### src/cdd_pkg.sv
// ----------------------------------------------------------------------------
// cdd_pkg
// Types, constants and the month table of the date difference block.
// ----------------------------------------------------------------------------
package cdd_pkg;

	localparam int YEAR_BITS_DEF = 14;
	localparam int SPAN_W        = 23;
	localparam int DAY_W         = 5;
	localparam int MONTH_W       = 4;

	localparam logic [MONTH_W-1:0] MON_JAN = 4'd1;
	localparam logic [MONTH_W-1:0] MON_FEB = 4'd2;
	localparam logic [MONTH_W-1:0] MON_MAR = 4'd3;
	localparam logic [MONTH_W-1:0] MON_APR = 4'd4;
	localparam logic [MONTH_W-1:0] MON_MAY = 4'd5;
	localparam logic [MONTH_W-1:0] MON_JUN = 4'd6;
	localparam logic [MONTH_W-1:0] MON_JUL = 4'd7;
	localparam logic [MONTH_W-1:0] MON_AUG = 4'd8;
	localparam logic [MONTH_W-1:0] MON_SEP = 4'd9;
	localparam logic [MONTH_W-1:0] MON_OCT = 4'd10;
	localparam logic [MONTH_W-1:0] MON_NOV = 4'd11;
	localparam logic [MONTH_W-1:0] MON_DEC = 4'd12;

	localparam logic [DAY_W-1:0] DAY_LONG  = 5'd31;
	localparam logic [DAY_W-1:0] DAY_SHORT = 5'd30;
	localparam logic [DAY_W-1:0] DAY_LEAP  = 5'd29;

	// per-stage load enables for the ordinal pipeline
	typedef struct packed {
		logic s1;
		logic s2;
		logic s3;
	} stage_en_t;

	// days before the first of the month in a common year
	function automatic logic [8:0] month_start(input logic [MONTH_W-1:0] m);
		logic [8:0] r;
		case (m)
			MON_JAN: r = 9'd0;
			MON_FEB: r = 9'd31;
			MON_MAR: r = 9'd59;
			MON_APR: r = 9'd90;
			MON_MAY: r = 9'd120;
			MON_JUN: r = 9'd151;
			MON_JUL: r = 9'd181;
			MON_AUG: r = 9'd212;
			MON_SEP: r = 9'd243;
			MON_OCT: r = 9'd273;
			MON_NOV: r = 9'd304;
			MON_DEC: r = 9'd334;
			default: r = 9'd0;
		endcase
		return r;
	endfunction

endpackage

### src/cdd_ordinal.sv
// ----------------------------------------------------------------------------
// cdd_ordinal
// Three-stage pipeline: one date to its day number and a validity flag.
// ----------------------------------------------------------------------------
module cdd_ordinal
	import cdd_pkg::*;
#(
	parameter int YEAR_BITS = YEAR_BITS_DEF
) (
	input  logic                   clk,
	input  stage_en_t              en,
	input  logic [DAY_W-1:0]       day,
	input  logic [MONTH_W-1:0]     month,
	input  logic [YEAR_BITS-1:0]   year,
	output logic [YEAR_BITS+8:0]   ordinal,
	output logic                   date_ok
);

	// x/25 as (x*MUL)>>SH, exact for x below 2**(YEAR_BITS-1)
	localparam int SH    = YEAR_BITS + 5;
	localparam int MUL   = (2**SH + 24) / 25;
	localparam int T_W   = YEAR_BITS - 1;
	localparam int P_W   = 2 * YEAR_BITS;
	localparam int Q_W   = P_W - SH;
	localparam int X_W   = YEAR_BITS + 1;
	localparam int ORD_W = YEAR_BITS + 9;

	// stage 1: reciprocal products and the year-free checks
	logic [X_W-1:0] x100, x400;
	logic [T_W-1:0] t100, t400;
	logic           range_ok, feb29;

	assign x100 = {1'b0, year} + X_W'(99);
	assign x400 = {1'b0, year} + X_W'(399);
	assign t100 = x100[YEAR_BITS:2];
	assign t400 = T_W'(x400[YEAR_BITS:4]);

	always_comb begin
		range_ok = (month inside {[MON_JAN:MON_DEC]}) && (day != '0);
		if (day == DAY_LONG && (month inside {MON_APR, MON_JUN, MON_SEP, MON_NOV}))
			range_ok = 1'b0;
		if (month == MON_FEB && (day == DAY_SHORT || day == DAY_LONG))
			range_ok = 1'b0;
		feb29 = (month == MON_FEB) && (day == DAY_LEAP);
	end

	logic [P_W-1:0]       p100_s1, p400_s1;
	logic [YEAR_BITS-1:0] year_s1;
	logic [DAY_W-1:0]     day_s1;
	logic [MONTH_W-1:0]   month_s1;
	logic                 range_ok_s1, feb29_s1;

	always_ff @(posedge clk) begin
		if (en.s1) begin
			p100_s1     <= P_W'(t100) * P_W'(MUL);
			p400_s1     <= P_W'(t400) * P_W'(MUL);
			year_s1     <= year;
			day_s1      <= day;
			month_s1    <= month;
			range_ok_s1 <= range_ok;
			feb29_s1    <= feb29;
		end
	end

	// stage 2: rounded-up quotients, leap flag, 365*y + leap days so far
	logic [Q_W-1:0] c100, c400;
	logic [X_W-1:0] x4;
	logic [T_W-1:0] c4, leaps;
	logic           leap;

	assign c100  = p100_s1[P_W-1:SH];
	assign c400  = p400_s1[P_W-1:SH];
	assign x4    = {1'b0, year_s1} + X_W'(3);
	assign c4    = x4[YEAR_BITS:2];
	assign leaps = c4 - T_W'(c100) + T_W'(c400);
	// y is a multiple of k exactly when ceil(y/k)*k == y
	assign leap  = (year_s1[1:0] == 2'b00)
		&& ((X_W'(c100) * X_W'(100) != {1'b0, year_s1})
		|| (X_W'(c400) * X_W'(400) == {1'b0, year_s1}));

	logic [ORD_W-1:0]   base_s2;
	logic [DAY_W-1:0]   day_s2;
	logic [MONTH_W-1:0] month_s2;
	logic               leap_s2, ok_s2;

	always_ff @(posedge clk) begin
		if (en.s2) begin
			base_s2  <= ORD_W'(year_s1) * ORD_W'(365) + ORD_W'(leaps);
			day_s2   <= day_s1;
			month_s2 <= month_s1;
			leap_s2  <= leap;
			ok_s2    <= range_ok_s1 && !(feb29_s1 && !leap);
		end
	end

	// stage 3: add month offset, day and this year's leap day
	logic late_leap;
	assign late_leap = leap_s2 && (month_s2 > MON_FEB);

	logic [ORD_W-1:0] ord_s3;
	logic             ok_s3;

	always_ff @(posedge clk) begin
		if (en.s3) begin
			ord_s3 <= base_s2 + ORD_W'(month_start(month_s2)) + ORD_W'(day_s2)
				+ ORD_W'(late_leap);
			ok_s3  <= ok_s2;
		end
	end

	assign ordinal = ord_s3;
	assign date_ok = ok_s3;

endmodule

### src/calendar_date_difference.sv
// ----------------------------------------------------------------------------
// calendar_date_difference
// Signed day count between two Gregorian dates, fully pipelined.
// ----------------------------------------------------------------------------
// Usage
//   Request channel (req_valid / req_stall) carries one date pair per beat:
//   first_* is the start date, last_* the end date. Years are taken as
//   YEAR_BITS unsigned bits, proleptic Gregorian, year 0 leap.
//   Response channel (rsp_valid / rsp_stall) returns one beat per request:
//   dates_ok, and day_span = end minus start in days, saturated to 23 bits
//   signed. If either date is invalid, dates_ok and day_span are both 0.
//   Four pipeline stages lie between an accepted request and rsp_valid:
//   reciprocal multiply, leap count, ordinal sum, difference and clamp.
//   One beat per cycle is sustained while the response side is not stalled.
//   Each stage holds its beat only while the stage ahead is full and held,
//   so a stall on the response side fills empty stages first and reaches
//   req_stall once all four are occupied. No beat is dropped or repeated.
//   Reset (arst_n low) empties the pipeline at once; payload is not cleared.
// ----------------------------------------------------------------------------
module calendar_date_difference
	import cdd_pkg::*;
#(
	parameter int YEAR_BITS = YEAR_BITS_DEF
) (
	input  logic                     clk,
	input  logic                     arst_n,
	input  logic                     req_valid,
	output logic                     req_stall,
	input  logic [DAY_W-1:0]         first_day,
	input  logic [MONTH_W-1:0]       first_month,
	input  logic [YEAR_BITS-1:0]     first_year,
	input  logic [DAY_W-1:0]         last_day,
	input  logic [MONTH_W-1:0]       last_month,
	input  logic [YEAR_BITS-1:0]     last_year,
	output logic                     rsp_valid,
	input  logic                     rsp_stall,
	output logic                     dates_ok,
	output logic signed [SPAN_W-1:0] day_span
);

	localparam int ORD_W  = YEAR_BITS + 9;
	// two spare bits: room for the sign and for clamp compares at 23 bits
	localparam int DIFF_W = ORD_W + 2;
	localparam logic signed [DIFF_W-1:0] SPAN_HI = DIFF_W'(2**(SPAN_W-1) - 1);
	localparam logic signed [DIFF_W-1:0] SPAN_LO = DIFF_W'(-(2**(SPAN_W-1)));

	// --- flow control -------------------------------------------------------
	// A stage may load when it is empty or the stage ahead loads too.
	logic valid_s1, valid_s2, valid_s3, valid_s4;
	logic rdy1, rdy2, rdy3, rdy4;

	assign rdy4 = !valid_s4 || !rsp_stall;
	assign rdy3 = !valid_s3 || rdy4;
	assign rdy2 = !valid_s2 || rdy3;
	assign rdy1 = !valid_s1 || rdy2;

	assign req_stall = !rdy1;

	always_ff @(posedge clk or negedge arst_n) begin
		if (!arst_n) begin
			valid_s1 <= 1'b0;
			valid_s2 <= 1'b0;
			valid_s3 <= 1'b0;
			valid_s4 <= 1'b0;
		end else begin
			if (rdy1) valid_s1 <= req_valid;
			if (rdy2) valid_s2 <= valid_s1;
			if (rdy3) valid_s3 <= valid_s2;
			if (rdy4) valid_s4 <= valid_s3;
		end
	end

	stage_en_t en;
	assign en.s1 = rdy1;
	assign en.s2 = rdy2;
	assign en.s3 = rdy3;

	// --- day numbers of both dates, stages 1 to 3 ----------------------------
	logic [ORD_W-1:0] first_ord, last_ord;
	logic             first_ok, last_ok;

	cdd_ordinal #(.YEAR_BITS(YEAR_BITS)) u_first (
		.clk     (clk),
		.en      (en),
		.day     (first_day),
		.month   (first_month),
		.year    (first_year),
		.ordinal (first_ord),
		.date_ok (first_ok)
	);

	cdd_ordinal #(.YEAR_BITS(YEAR_BITS)) u_last (
		.clk     (clk),
		.en      (en),
		.day     (last_day),
		.month   (last_month),
		.year    (last_year),
		.ordinal (last_ord),
		.date_ok (last_ok)
	);

	// --- stage 4: difference, clamp, zero on a bad date ----------------------
	logic signed [DIFF_W-1:0] diff;
	logic signed [SPAN_W-1:0] span_clamped;
	logic                     both_ok;

	assign diff    = signed'(DIFF_W'(last_ord)) - signed'(DIFF_W'(first_ord));
	assign both_ok = first_ok && last_ok;

	always_comb begin
		if (diff > SPAN_HI)
			span_clamped = SPAN_HI[SPAN_W-1:0];
		else if (diff < SPAN_LO)
			span_clamped = SPAN_LO[SPAN_W-1:0];
		else
			span_clamped = diff[SPAN_W-1:0];
	end

	logic                     dates_ok_s4;
	logic signed [SPAN_W-1:0] day_span_s4;

	always_ff @(posedge clk) begin
		if (rdy4) begin
			dates_ok_s4 <= both_ok;
			day_span_s4 <= both_ok ? span_clamped : '0;
		end
	end

	assign rsp_valid = valid_s4;
	assign dates_ok  = dates_ok_s4;
	assign day_span  = day_span_s4;

endmodule

### config.mk
export PLATFORM = sky130hd
export DESIGN_NAME = calendar_date_difference
export DESIGN_NICKNAME = d
export VERILOG_FILES = /design/src/cdd_pkg.sv /design/src/cdd_ordinal.sv /design/src/calendar_date_difference.sv
export SDC_FILE = /design/constraint.sdc
export NUM_CORES = 2
export LEC_CHECK = 0
export ABC_AREA = 1
export BUFFER_PORTS_ARGS = -buffer_cell sky130_fd_sc_hd__buf_2
export CAP_MARGIN = 0
export CORE_MARGIN = 3
export CORE_UTILIZATION = 30
export CTS_CLUSTER_SIZE = 8
export DETAILED_ROUTE_END_ITERATION = 8
export GPL_TIMING_DRIVEN = 0
export SETUP_SLACK_MARGIN = 0.05
export SYNTH_ARGS = -nofsm -noshare
export SYNTH_HDL_FRONTEND = slang
export SYNTH_SLANG_ARGS = --single-unit
### constraint.sdc
create_clock -name clk -period 6.3 [get_ports clk]
set_input_delay 0.945 -clock clk [delete_from_list [all_inputs] [get_ports clk]]
set_output_delay 0.945 -clock clk [all_outputs]
set_load 0.005 [all_outputs]
==> impl_summary.log <==
INFO  metric outcome = finished, final reports clean
INFO  metric post_synth_inst_count = roughly 4,000
INFO  metric hold_path.class = input pin to asynchronous set/reset pin
INFO  metric die_height = roughly 350 um
INFO  metric worst-r2r-setup-slack = just over 600 ps
INFO  metric critical-path-max-stage-delay = between 500 and 600 ps
INFO  metric overflow = 0
INFO  metric tritoncts.num_buffers = 37
INFO  metric most_frequent_cell_on_the_critical_path = nor2_4
INFO  metric synth_top_area_share = 23.93%
INFO  metric dr.pass1.iters = 5
INFO  metric synth_edf_count = 222
INFO  metric cts-htree-levels = 2
INFO  metric globalplace.congestion = a little under 0.9
INFO  metric clock_transition_at_the_registers_of_the_reported_paths = around 50 ps
INFO  metric drt-vias-per-instance = approximately 4.6
INFO  metric drt_first_iter_violations = around 1,300
INFO  metric wire_per_inst = ~14 um
INFO  metric finalCriticalPeriod = between 6000 and 7000 ps
INFO  metric cp_data_arrival_time = around 6400 ps
INFO  metric final_min_period_over_clock_period = between 90 and 100%
INFO  metric worstReg2RegEnd = u_last.base_s2[22]
INFO  metric dr_total_vias = 25,750
INFO  metric setup_clock_skew_after_layout = 20.68 ps
INFO  metric synth_sequential_area_ratio = approximately 20%
INFO  metric grt_util_all_layers = roughly 13%
INFO  metric final_critical_path_setup_slack = between 200 and 250 ps
INFO  metric worstSkewPairLatency = ~550 ps
INFO  metric syn-num-nets = 5,022
INFO  metric hpwl = between 60,000 and 70,000 um
INFO  metric synth-async-reset-ratio = 1.639%
INFO  metric register_cell_area_after_layout = 7127 sq um
INFO  metric design.core.area = approximately 120,000 sq um
INFO  metric grt_first_pass_wirelength = 127,900 um
INFO  metric dieArea = between 100,000 and 150,000 sq um
INFO  metric synth.most_common_cell = inv_1
INFO  metric timing.final.hold_violations = 0
INFO  metric antenna_found_initial = 11
INFO  metric ctsLongestPathBuffers = 3
INFO  metric timing.reg2reg.worst_path_depth = 29
INFO  metric synth-seq-cells = ~240
INFO  metric timing_max_transition_violations_final = 0
INFO  metric floorplan.initialDensity = slightly above 30%
INFO  metric worst_pin_slew = 952.1 ps
INFO  metric post-synth-top-area-cell = ha_1
INFO  metric area_delta_synth_final = 11.27%
INFO  metric r2r_path_start = u_last.year_s1[1]
INFO  metric holdBufCountCts = 0
INFO  metric setup.worst_path.end = u_first.p100_s1[25]
INFO  metric layout.filler_cells = between 10,000 and 15,000
INFO  metric synthDistinctLibCells = 61
INFO  metric synth_area = ~35,000 sq um
INFO  metric multiInputGateArea = 25,000 sq um
INFO  metric floorplan.die.width = about 350 um
INFO  metric antenna_left = 0
INFO  metric io_buffer_count = 75
INFO  metric cts_root_buf = clkbuf_16
INFO  metric slew_headroom = between 30% and 40%
INFO  metric placementRows = roughly 130
INFO  metric ys_top_cells_by_area = ha_1 (24%), fa_1 (19%), edfxtp_1 (19%)
INFO  metric pin_count_of_the_biggest_net_entering_global_routing = between 70 and 80
INFO  metric slowest_cp_cell = fa_1
INFO  metric drt-total-wl = about 77,000 um
INFO  metric max_freq = between 150 and 200 MHz
INFO  metric critPathRequiredTime = 6580 ps
INFO  metric crit_fanout = 6
INFO  metric yosys_warnings = 0
INFO  metric finalNetCount = 5,158
INFO  metric worstSetupStartpoint = first_year[2]
INFO  metric setup_viol_count_final = 0
INFO  metric clock-sinks = 244
INFO  metric clock_tree_from_tritoncts = built
INFO  metric synthFlopType = edfxtp_1
INFO  metric worst_setup_path_start_kind = input pin
INFO  metric yosys-top-cells-count = inv_1 (883), ha_1 (673), nand2_1 (578)
INFO  metric drive_gt1_share = under 10%
INFO  metric dp_slack = -757.0 ps
INFO  metric design.portCount = 76
INFO  metric post_synth.cell_area_avg = roughly 8.9 sq um
INFO  metric grt_setup_unrepaired = true
INFO  metric drcViolationCount = 0
INFO  metric first_global_vias = about 26,000
INFO  metric critPathCaptureType = flop
INFO  metric timing_worst_setup_path_type = input pin to flop
INFO  metric cap_violations = 0
[cell usage in the layout, fill, tap and decap left out, drive strengths merged, types with 101 or more instances in the layout]
cell | Yosys | layout
buf | 4 | 101
ha | 673 | 673
inv | 896 | 898
nor2 | 259 | 259
nand2 | 599 | 599
edfxtp | 222 | 222
o21ai | 160 | 160
a21oi | 212 | 212
fa | 338 | 338
xor2 | 142 | 142
nand3 | 132 | 132
[metrics by stage]
| step | cell area, sq um | util (%) | instances | setup TNS, ps | hold slack, ps |
|---|---|---|---|---|---|
| 3_3_place_gp | 37470 | 32.21 | 5560 | -42470 | 401.4 |
| 2_1_floorplan | 35190 | - | 3961 | 0 | 400.3 |
| 6_report | 39160 | 33.65 | 5647 | 0 | 202.0 |
| 4_1_cts | 38700 | 33.26 | 5625 | 0 | 173.6 |
| 3_5_place_dp | 37550 | 32.27 | 5563 | -16100 | 406.4 |
| 5_1_grt | 39150 | 33.65 | 5643 | -65.24 | 185.6 |
[flip-flops by register name, summed over array words and instances, names as in the netlist, 4 cells and up, named ones only]
signal and flops:
u_first.month_s2 4, u_last.month_s1 4, u_last.p400_s1 7, u_last.base_s2 23, u_last.ordinal 23, u_first.p400_s1 7
u_first.ordinal 23, u_first.day_s2 5, u_last.day_s1 5, u_first.p100_s1 9, u_first.month_s1 4, u_first.year_s1 14
day_span 23, u_last.year_s1 14, u_last.p100_s1 9, u_first.day_s1 5, u_first.base_s2 23, u_last.month_s2 4
u_last.day_s2 5
[critical path: cells and delay by family]
kind / cells / cell delay (ps)
buf+inv: 7 / 570
xor+xnor: 1 / 100
fa+ha+maj: 6 / 2550
simple gates: 16 / 1930
compound gates: 1 / 230
[per-layer routing]
metal | wire (um) | GRT usage [%] | vias to the layer above
li1 | - | - | 13120
met1 | 38040 | 18.03 | 12220
met2 | 34640 | 20.94 | 324
met3 | 2922 | 1.576 | 78
met4 | 1298 | 2.624 | 6
met5 | 41 | 0 | -
[cell type report]
cell class / count / area share (%)
inverter: 896 / 8.617
antenna: 5 / 0.03195
buffer: 8 / 0.1246
multi-input combinational: 2813 / 63.83
tap: 1524 / 4.869
clock inverter: 3 / 0.09585
timing repair buffer: 97 / 1.546
sequential: 244 / 18.20
clock buffer: 57 / 2.687
[cells by family after synthesis]
kind of cell / count (synthesis) / share of synthesized area [%]
simple gates: 1126 / 14.13
buf+inv: 904 / 9.688
mux: 1 / 0.03200
xor+xnor: 206 / 5.166
fa+ha+maj: 1011 / 43.15
flops: 244 / 20.25
compound gates: 469 / 7.580
[what timing repair did]
item,4_1_cts,5_1_grt
endpoints found under the setup margin,15,31
pin swaps,1,21
setup buffers,2,17
gates resized for setup,9,61
endpoints found under the hold margin,0,0
[worst min-delay path by stage]
stage	start	to	slack, ps	depth (start not counted)
6_report	arst_n	rsp_valid	200	1
5_1_grt	arst_n	rsp_valid	190	1
3_5_place_dp	u_first.day_s1[0]	u_first.day_s2[0]	410	0
2_1_floorplan	u_first.ok_s2	u_first.date_ok	400	0
4_1_cts	arst_n	rsp_valid	170	1
3_3_place_gp	u_first.day_s1[1]	u_first.day_s2[1]	400	0
Power is not shown: default switching activity piles up to over one toggle a cycle in this logic, so the estimate is an artifact.
